## config.mk

```make
export PLATFORM = sky130hd
export DESIGN_NAME = ecl_cell
export DESIGN_NICKNAME = d
export VERILOG_FILES = /design/src/ecl_pkg.sv /design/src/ecl_cell.sv
export SDC_FILE = /design/constraint.sdc
export NUM_CORES = 1
export LEC_CHECK = 0
export BUFFER_PORTS_ARGS = -buffer_cell sky130_fd_sc_hd__buf_2
export CAP_MARGIN = 20
export CORE_MARGIN = 2
export CORE_UTILIZATION = 32
export CTS_CLUSTER_SIZE = 8
export DETAILED_ROUTE_END_ITERATION = 8
export HOLD_SLACK_MARGIN = 0.03
export MAX_ROUTING_LAYER = met4
export PLACE_DENSITY = 0.68
export SLEW_MARGIN = 40
export SYNTH_ARGS = -nofsm -noshare
export SYNTH_HDL_FRONTEND = slang
export SYNTH_SLANG_ARGS = --single-unit
```

## constraint.sdc

```tcl
create_clock -name clk -period 1.6 [get_ports clk]
set_input_delay 0.32 -clock clk [delete_from_list [all_inputs] [get_ports clk]]
set_output_delay 0.32 -clock clk [all_outputs]
set_load 0.01 [all_outputs]
```

## src/ecl_pkg.sv

```systemverilog
package ecl_pkg;

	typedef enum logic [1:0] {
		OP_INSERT    = 2'd0,
		OP_REMOVE    = 2'd1,
		OP_OVERWRITE = 2'd2,
		OP_READ      = 2'd3
	} op_t;

	typedef enum logic [2:0] {
		ST_ENTRY_DONE      = 3'd0,
		ST_REMOVE_DONE     = 3'd1,
		ST_OVERWRITE_DONE  = 3'd2,
		ST_INDEX_TOO_LARGE = 3'd3,
		ST_LIST_EMPTY      = 3'd4,
		ST_NO_SPACE        = 3'd5
	} status_t;

	typedef enum logic [1:0] {
		ACT_HOLD   = 2'd0,
		ACT_INSERT = 2'd1,
		ACT_REMOVE = 2'd2,
		ACT_WRITE  = 2'd3
	} act_t;

	typedef struct packed {
		act_t       act;
		logic [7:0] ch;
	} cell_cmd_t;

	typedef enum logic {
		S_IDLE = 1'b0,
		S_READ = 1'b1
	} state_t;

	// offsets are 8 bits, so reads only reach the lowest 256 cells
	localparam int RD_SPAN       = 256;
	localparam int RD_GROUPS     = 16;
	localparam int RD_GROUP_SIZE = 16;

endpackage

```

## src/ecl_cell.sv

```systemverilog
module ecl_cell #(
	parameter int TGT_W = 8,
	parameter int INDEX = 0
) (
	input  logic                  clk,
	input  ecl_pkg::cell_cmd_t    cmd,
	input  logic [TGT_W-1:0]      target,
	input  logic [7:0]            below,
	input  logic [7:0]            above,
	output logic [7:0]            data
);

	localparam logic [TGT_W-1:0] IDX = TGT_W'(INDEX);

	logic [7:0] data_q;
	logic [7:0] data_d;

	always_comb begin
		data_d = data_q;
		unique case (cmd.act)
			ecl_pkg::ACT_INSERT: begin
				// cells above the target move up one place
				if (IDX > target) data_d = below;
				else if (IDX == target) data_d = cmd.ch;
			end
			ecl_pkg::ACT_REMOVE: begin
				if (IDX >= target) data_d = above;
			end
			ecl_pkg::ACT_WRITE: begin
				if (IDX == target) data_d = cmd.ch;
			end
			ecl_pkg::ACT_HOLD: begin
				data_d = data_q;
			end
		endcase
	end

	always_ff @(posedge clk) begin
		data_q <= data_d;
	end

	assign data = data_q;

endmodule

```

# Word-level counts from Yosys, hierarchy flattened
# Cells that the tools add are included.
dict set report totals {
  in_bits 35
  word_cells 15
  output_inout_bits 8
  ff_bits 8
}
dict set report op_classes {
  magnitude_cmp 2
  mux 4
  n_eq_ne 4
  bitwise_logic 1
  reduce_logical 3
}
# operator count
set ops {}
lappend ops {{two-way mux 8 bit} 3}
lappend ops {{case mux 8 bit (3 select lines)} 1}
lappend ops {{>= comparator 1 x 8 -> 1 bit, first input constant} 1}
lappend ops {{> comparator 1 x 8 -> 1 bit, first input constant} 1}
lappend ops {{zero test 8 bit} 1}
lappend ops {{== test 2 bit, second input constant} 2}
lappend ops {{== test 2 x 1 -> 1 bit, second input constant} 1}
lappend ops {{zero test 2 bit} 1}
lappend ops {{!= test 2 bit, second input constant} 1}
lappend ops {{AND reduction 2 bit} 1}
lappend ops {{NOT 1 bit} 1}

# Longest topological paths before layout
# Gate-level depths: netlist (run 1).
dict set report logic_depth {
  depth_word 4
  depth_mapped 5
  mapped_depth_nobuf 3
}

# Worst setup path before layout (run 1)
# No wires, ideal clock.
dict set report synth_timing {
  path_kind {input to register}
  start {in target[0]}
  end {reg data_q[0], in the netlist data[0] (data pin)}
  arrival_ns 1.177
  path_stages 4
  setup_time_ns 0.274
  slack_ns 0.149
  required_time_ns 1.326
  path_buffers 1
  path_cell_list {or4_1 buf_2 o21ai_1 a31oi_1}
}
dict set report synth_between {
  elab_chain_len 4
}
# item line
set synth_lines {}
lappend synth_lines {{from (decl)} ecl_cell.sv:7} ;# input logic [TGT_W-1:0] target,
lappend synth_lines {{branches (longest 3 deep; another with > comparator 1 x 8 -> 1 bit)} -}
lappend synth_lines {{case mux 8 bit (3 select lines) *} ecl_cell.sv:20} ;# unique case (cmd.act)
lappend synth_lines {{named net data_d[0]} ecl_cell.sv:16} ;# logic [7:0] data_d;
lappend synth_lines {{to (signal assigned)} ecl_cell.sv:39} ;# data_q <= data_d;
lappend synth_lines {{to (decl)} ecl_cell.sv:15} ;# logic [7:0] data_q;
# Mark *: on every way through the listed nets, which the timed path passes.
# A chain may end at the register's enable or synchronous reset.

# Worst setup path after layout (run 1)
dict set report layout_timing {
  start {in target[4]}
  end {reg data_q[3], in the netlist data[3] (data pin)}
}
# Same word-level chain as after synthesis.

==> reports/metrics.csv, run 1 <==
metric;value;unit
htreeDepth;1;
portBuffers;34;
largest_register_ffs;8;
dieArea;1860;um2
gp_congestion;0.746;
worst_pin_slew;0.538;ns
crit_start;target[4];
critical-path-top-delay-family;simple AND/OR/NAND/NOR gates;
relSlewSlack;64.1;%
fin_crit;1.48;ns
max-vdd-ir-drop;0.264;mV
power_frac_comb;22.5;%
avgSynthCellArea;9.81;um2
grt_pass1_wl;2280;um
dp_hpwl;1040;um
drv_cap;0;
seqPwrFrac;48.6;%
cp_data_arrival_time;1.45;ns
synth.area.top_cells;edfxtp_1 49%, a31oi_1 10%, nor4_4 8.7%;
p_leak;0.315;nW
finalCritPeriodShare;92.5;%
p_per_area;706;nW/um2
p_sw;0.132;mW
status;complete, no violations;
finalMaxSlewViolations;0;
max_freq;676;MHz
hold_violations;0;
netlist_instances;50;
fin_area;753;um2
setup_violations;0;
final_nets;129;
grt_pass1_vias;543;
crit_fanout;8;
drc;0;
via_per_inst;5.29;
p_int;0.399;mW
netlist.area_leader.share;49.0;%
min-delay-start;above[2];
path_class;input pin to flop;
cts.hold.buffers_added;0;
root_buffer;clkbuf_4;
yosys_warnings;0;
crit_required;1.57;ns
synth_seq_cells;8;
yosysUniqueCellTypes;11;
ctsResizeCount;0;
slowest_stage;or4_1;
cp-start-kind;input pin;
drive_gt1_share;53.3;%
cts_buffer_depth;2;
numCtsBuffers;3;
cts_setup_buffers;0;
rows;14;
vias;571;
io_pins;43;
clock_skew;0;ns
wl;1340;um
cts_tree;yes;
initial_core_util;33.3;%
hold_class;input pin to flop;
cp_cell_sequence;buf_2 > or4_1 > o21ai_1 > a31oi_1;
coreArea;1470;um2
clk_latency;0.25;ns
drt_iter0_drc;10;
die_w;43.2;um
pwr-share-clk;28.9;%
grt_util_all_layers;17.3;%
crit_path_end_kind;flop;
fin_tns_setup;0;ns
area_delta_synth_final;53.6;%
gr-total-overflow;0;
rsz0062_at_grt;no;
fp.dieH;43.2;um
diodes;0;
postPlaceCellArea;731;um2
wl_per_cell;12.4;um
clock_sinks;8;
clk_pin_slew;0.05;ns
synthesis.nets;85;
firstDrtPassIters;4;
ant_nets;0;
crit_path_max_incr_delay;0.70;ns
grt_max_degree;17;
synth.cell_area;490;um2
swShare;24.8;%
r2r_start;data[3];
final_util;51.2;%
path_buf_inv;1;
antenna_found_initial;0;
synth.largest_area_cell;edfxtp_1;
ys_seq_area_share;49.0;%
==> worst paths after layout <==
kind | to | slack, ns | depth (start not counted)
setup / recovery | data[3] | 0.12 | 4
hold / removal | data[2] | 0.42 | 3
setup reg to reg | data[3] | 0.72 | 2
hold reg to reg | data[7] | 0.68 | 2
==> kinds of logic (layout without fill, tap and decap cells) <==
group / after synthesis / in the layout / share of synthesized area (%)
AND/OR/NAND/NOR: 21 / 21 / 27.3
AO/OA/AOI/OAI: 17 / 17 / 20.2
flip-flops: 8 / 8 / 49.0
buffers and inverters: 4 / 46 / 3.57
==> per-layer routing <==
metal  vias to the layer above  GRT usage, %  share of wire (%)
met5                         -             -                  0
met4                         0          13.3                1.0
met3                         2          3.40                 10
met2                        36          25.1                 47
met1                       248          20.9                 42
li1                        285             -                  -
==> placed cells by master, fill, tap and decap left out <==
cell	count
a31oi_1	8
o21ai_1	8
buf_4	9
or4_1	2
nand2b_1	1
nor2_1	8
nand3_1	8
a31o_2	1
nor4_4	2
clkbuf_4	3
edfxtp_1	8
buf_2	34
==> power by group through the flow <==
stage	Clock [mW]	Sequential [mW]	Combinational [mW]
after global routing	0.172	0.260	0.133
final	0.154	0.258	0.119
after global placement	0	0.262	0.118
after floorplan	0	0.270	0.0390
after detailed placement	0	0.263	0.120
after CTS	0.160	0.259	0.121
==> worst register-to-register path, cell delays in order, from the launching register on <==
cell	delay, ns
edfxtp_1	0.38
o21ai_1	0.10
a31oi_1	0.11
==> through the flow <==
| stage | std cells | setup WS [ns] | total power [mW] | hold WS [ns] |
|---|---|---|---|---|
| 2_1_floorplan | 50 | 0.149 | 0.309 | 0.574 |
| 3_3_place_gp | 105 | -0.0949 | 0.380 | 0.659 |
| 3_5_place_dp | 105 | -0.150 | 0.383 | 0.662 |
| 4_1_cts | 108 | 0.125 | 0.539 | 0.411 |
| 5_1_grt | 108 | 0.0556 | 0.565 | 0.431 |
| 6_report | 108 | 0.120 | 0.531 | 0.418 |
==> cells in the mapped netlist <==
cell type / count
buf_2: 2
or4_1: 2
a31oi_1: 8
nor4_4: 2
a31o_2: 1
edfxtp_1: 8
nand3_1: 8
o21ai_1: 8
nand2b_1: 1
nor2_1: 8
clkbuf_1: 2
==> final cells by class <==
| type | count | area [um2] |
|---|---|---|
| Timing Repair Buffer | 43 | 238 |
| Fill cell | 140 | 718 |
| Multi-Input combinational cell | 38 | 233 |
| Sequential cell | 8 | 240 |
| Tap cell | 16 | 20.0 |
| Clock buffer | 3 | 22.5 |
No activity file was read; power rests on OpenSTA's default activity.
==> inputs of run 2 (changes only) <==
--- a/config.mk
+++ b/config.mk
@@ -5,7 +5,7 @@
 export SDC_FILE = /design/constraint.sdc
 export NUM_CORES = 1
 export LEC_CHECK = 0
-export BUFFER_PORTS_ARGS = -buffer_cell sky130_fd_sc_hd__buf_2
+export BUFFER_PORTS_ARGS = -buffer_cell sky130_fd_sc_hd__clkbuf_2
 export CAP_MARGIN = 20
 export CORE_MARGIN = 2
 export CORE_UTILIZATION = 32
==> run 2 against run 1 <==
  * Largest power group unchanged
  * Worst setup slack better by 0.030 ns
  * Utilization unchanged
  * Highest routed layer unchanged
  * Combinational power about the same
  * Critical endpoint is now data[5]
  * Global-route usage down 0.90 points
  * Sequential share of layout area unchanged
  * Clock skew unchanged
  * Clock power about the same
  * First-iteration DRC count up 20%
==> reports/metrics.csv, run 2 (synthesized netlist as in run 1, its figures left out) <==
metric;value;unit;change
firstDrtPassIters;4;;unchanged
min-delay-start;above[7];;
crit_path_end_kind;flop;;
antenna_found_initial;0;;unchanged
fillers;154;;+10%
cts.hold.buffers_added;0;;unchanged
hold_violations;0;;unchanged
initial_core_util;33.3;%;unchanged
reg2reg_depth;2;;unchanged
area_delta_synth_final;53.6;%;unchanged
ctsResizeCount;0;;unchanged
dieArea;1860;um2;unchanged
grt_pass1_wl;2280;um;unchanged
drt_iter0_drc;12;;+2
hold_depth;3;;unchanged
root_buffer;clkbuf_4;;
max-vdd-ir-drop;0.237;mV;-10%
ant_nets;0;;unchanged
crit_fanout;8;;unchanged
cp_cell_sequence;clkbuf_2 > or4_1 > o21ai_1 > a31oi_1;;
slowest_stage;or4_1;;
dp_hpwl;1070;um;+2.9%
cts_setup_buffers;0;;unchanged
fp.dieH;43.2;um;unchanged
max_freq;690;MHz;+2.0%
gp_congestion;0.746;;about the same
setup_violations;0;;unchanged
clk_latency;0.25;ns;about the same
pre_cts_ws;-0.112;ns;+0.0384 ns
grt_max_degree;17;;unchanged
grt_util_all_layers;16.4;%;-0.90 points
vias;557;;-2.5%
crit_path_max_incr_delay;0.70;ns;about the same
io_pins;43;;unchanged
finalMaxSlewViolations;0;;unchanged
layout_setup_ws;0.150;ns;+0.0295 ns
p_leak;0.323;nW;+2.6%
relSlewSlack;63.1;%;-0.98 points
crit_cells;4;;unchanged
drive_gt1_share;53.3;%;unchanged
layout_common_cells;34 x clkbuf_2, 9 x buf_4;;
cp_data_arrival_time;1.42;ns;-0.03 ns
hold_class;input pin to flop;;
status;complete, no violations;;
coreArea;1470;um2;unchanged
clk_pin_slew;0.05;ns;about the same
rsz0062_at_grt;no;;
clock_sinks;8;;unchanged
r2r_slack;0.74;ns;+0.02 ns
timing.rr.end;data[4];;
largest_register_ffs;8;;unchanged
mostFrequentLayoutCell;clkbuf_2;;
numCtsBuffers;3;;unchanged
cts_tree;yes;;
path_buf_inv;1;;unchanged
path_class;input pin to flop;;
seq_area;240;um2;unchanged
drv_cap;0;;unchanged
clock_skew;0;ns;unchanged
diodes;0;;unchanged
via_per_inst;5.16;;-2.5%
final_nets;129;;unchanged
portBuffers;34;;unchanged
htreeDepth;1;;unchanged
die_w;43.2;um;unchanged
crit_required;1.57;ns;about the same
fin_tns_setup;0;ns;unchanged
critical-path-top-delay-family;simple AND/OR/NAND/NOR gates;;
rows;14;;unchanged
worst_pin_slew;0.553;ns;+0.0147 ns
finalCritPeriodShare;90.6;%;-1.8 points
multi_input_area;233;um2;unchanged
cp-start-kind;input pin;;
wl;1340;um;+0.22%
grt_pass1_vias;550;;+1.3%
fin_crit;1.45;ns;-0.0295 ns
drc;0;;unchanged
p_per_area;706;nW/um2;about the same
r2r_start;data[4];;
gr-total-overflow;0;;unchanged
hold_end;data[7];;
cts_buffer_depth;2;;unchanged
wl_per_cell;12.4;um;+0.22%
run 2: cell types whose count changed in the layout (fill, tap and decap cells not counted):
cell	previous run	this run
clkbuf_2	0	34
buf_2	34	0
run 2: where the power goes:
group / leakage (nW) / total, mW / switching (mW) / internal [mW]
sequential: 0.0769 / 0.259 / 0.00710 / 0.252
clock: 0.0138 / 0.152 / 0.0666 / 0.0857
combinational: 0.233 / 0.120 / 0.0584 / 0.0621
total: 0.323 / 0.531 / 0.132 / 0.399
run 2: cell type report:
cell class	instances	share of cell area (%)
clock buffer	3	2.99
sequential	8	31.9
timing repair buffer	43	31.6
tap	16	2.66
multi-input combinational	38	30.9
run 2: worst max path at each step:
| stage | to | start | slack (ns) |
|---|---|---|---|
| floorplan | data[0] | target[0] | 0.15 |
| global placement | data[6] | target[4] | -0.09 |
| detailed placement | data[5] | target[4] | -0.11 |
| CTS | data[5] | target[4] | 0.15 |
| global route | data[2] | target[4] | 0.08 |
| finish | data[5] | target[4] | 0.15 |
run 2: worst register-to-register path, stage by stage, from the launching register on:
cell	delay, ns
edfxtp_1	0.39
o21ai_1	0.10
a31oi_1	0.10
run 2: per-stage QoR:
stage	power [mW]	utilization, %	cell area, um2	instances	hold slack (ns)
after floorplan	0.309	-	490	50	0.574
after global placement	0.380	49.7	731	105	0.664
after detailed placement	0.384	49.7	731	105	0.674
after CTS	0.534	51.2	753	108	0.429
after global routing	0.553	51.2	753	108	0.445
final	0.531	51.2	753	108	0.429
run 2: metal layers:
layer / vias up / global-route usage, % / wire length [um]
li1: 283 / - / -
met1: 249 / 20.1 / 616
met2: 23 / 26.3 / 608
met3: 2 / 2.98 / 103
met4: 0 / 7.27 / 14
met5: - / - / 0
==> inputs of run 3 (changes only) <==
--- a/config.mk
+++ b/config.mk
@@ -7,13 +7,16 @@
 export LEC_CHECK = 0
 export BUFFER_PORTS_ARGS = -buffer_cell sky130_fd_sc_hd__clkbuf_2
 export CAP_MARGIN = 20
+export CELL_PAD_IN_SITES_DETAIL_PLACEMENT = 2
+export CELL_PAD_IN_SITES_GLOBAL_PLACEMENT = 2
+export CORE_ASPECT_RATIO = 1.5
 export CORE_MARGIN = 2
-export CORE_UTILIZATION = 32
+export CORE_UTILIZATION = 18
 export CTS_CLUSTER_SIZE = 8
 export DETAILED_ROUTE_END_ITERATION = 8
 export HOLD_SLACK_MARGIN = 0.03
 export MAX_ROUTING_LAYER = met4
-export PLACE_DENSITY = 0.68
+export PLACE_DENSITY = 0.73
 export SLEW_MARGIN = 40
 export SYNTH_ARGS = -nofsm -noshare
 export SYNTH_HDL_FRONTEND = slang
==> run 3 against run 2 <==
  * Cell area up 6.0%
  * Global-route usage down 4.1 points
  * Die area is 70% higher
  * Clock skew did not move
  * Sequential power barely moved
  * Largest cell class unchanged
  * Routed wire length rose by 23%
==> reports/metrics.csv, run 3 (synthesized netlist as in run 1, its figures left out) <==
metric;value;unit;change
status;complete, no violations;;
pre_cts_ws;-0.0890;ns;+0.0226 ns
r2r_start;data[0];;
firstDrtPassIters;2;;-2
rows;23;;+9
fp.dieH;67.9;um;+57%
mostFrequentLayoutCell;clkbuf_2;;
crit_path_end_kind;flop;;
htreeDepth;1;;unchanged
crit_path_end;data[5];;
final_nets;129;;unchanged
clock_skew;0;ns;unchanged
path_class;input pin to flop;;
diodes;0;;unchanged
final_util;30.2;%;-21 points
root_buffer;clkbuf_8;;
wl;1650;um;+23%
cp_data_arrival_time;1.41;ns;about the same
clk_pin_slew;0.04;ns;about the same
final_cells;129;;+19%
clock_sinks;8;;unchanged
numCtsBuffers;3;;unchanged
drt_iter0_drc;8;;-4
layout_common_cells;34 x clkbuf_2, 9 x buf_4;;
fin_area;798;um2;+6.0%
finalCritPeriodShare;91.7;%;+1.0 points
postPlaceCellArea;757;um2;+3.6%
vias;578;;+3.8%
io_pins;43;;unchanged
p_per_area;782;nW/um2;+11%
initial_core_util;18.5;%;-15 points
setup_violations;0;;unchanged
hold_class;input pin to flop;;
whs;0.454;ns;+0.0253 ns
cts.hold.buffers_added;0;;unchanged
max_freq;682;MHz;-1.1%
hold_violations;0;;unchanged
drive_gt1_share;53.3;%;unchanged
gr-total-overflow;0;;unchanged
gp_congestion;0.676;;-9.5%
slowest_stage;or4_1;;
clk_latency;0.22;ns;-0.03 ns
total_power;0.624;mW;+17%
crit_fanout;8;;unchanged
reg2reg_depth;2;;unchanged
timing.rr.end;data[0];;
cts_buffer_depth;2;;unchanged
largest_register_ffs;8;;unchanged
cts_tree;yes;;
finalMaxSlewViolations;0;;unchanged
max-vdd-ir-drop;0.309;mV;+30%
antenna_found_initial;0;;unchanged
dieArea;3170;um2;+70%
grt_util_all_layers;12.4;%;-4.1 points
wl_per_cell;12.8;um;+2.6%
ctsResizeCount;0;;unchanged
r2r_slack;0.72;ns;-0.02 ns
crit_required;1.54;ns;-0.03 ns
fin_tns_setup;0;ns;unchanged
grt_max_degree;17;;unchanged
via_per_inst;4.48;;-13%
cts_setup_buffers;0;;unchanged
grt_pass1_vias;633;;+15%
p_leak;0.331;nW;+2.2%
area_delta_synth_final;62.8;%;
worst_pin_slew;0.597;ns;+0.0436 ns
die_w;46.6;um;+8.0%
fin_crit;1.47;ns;+0.0166 ns
drc;0;;unchanged
crit_start;target[0];;
layout_setup_ws;0.133;ns;-0.0166 ns
grt_pass1_wl;2710;um;+19%
ant_nets;0;;unchanged
coreArea;2650;um2;+80%
drv_cap;0;;unchanged
relSlewSlack;60.2;%;-2.9 points
cp-start-kind;input pin;;
cp_cell_sequence;clkbuf_2 > or4_1 > o21ai_1 > a31oi_1;;
portBuffers;34;;unchanged
crit_path_max_incr_delay;0.68;ns;-0.02 ns
rsz0062_at_grt;no;;
dp.cells;126;;+20%
-- run 3: worst max-delay path: cells and delay by family --
family	cells	cell delay [ns]
compound gates	2	0.32
buf+inv	1	0.09
simple gates	1	0.68
-- run 3: report_power, final --
part | switching (mW) | leakage [nW] | internal (mW)
logic | 0.0598 | 0.232 | 0.0613
registers | 0.00753 | 0.0769 | 0.252
clock network | 0.0798 | 0.0216 | 0.163
-- run 3: routing by layer --
metal	track usage [%]	wire length [um]	vias up
met1	12.5	598	277
met5	-	0	-
met4	6.60	15	0
li1	-	-	280
met2	21.7	942	19
met3	2.37	88	2
-- run 3: how the worst min path moves through the flow --
stage,end,cells past startpoint,from,slack [ns]
3_5_place_dp,data[2],2,data[2],0.67
2_1_floorplan,data[0],2,above[0],0.57
6_report,data[7],3,above[7],0.45
4_1_cts,data[7],3,above[7],0.46
3_3_place_gp,data[2],2,data[2],0.66
5_1_grt,data[7],3,above[7],0.48
-- run 3: area by class of cell --
class	instances	area [um2]
fill	333	1850
sequential	8	240
timing repair buffer	43	238
multi-input combinational	38	233
tap	37	46.3
clock buffer	3	41.3
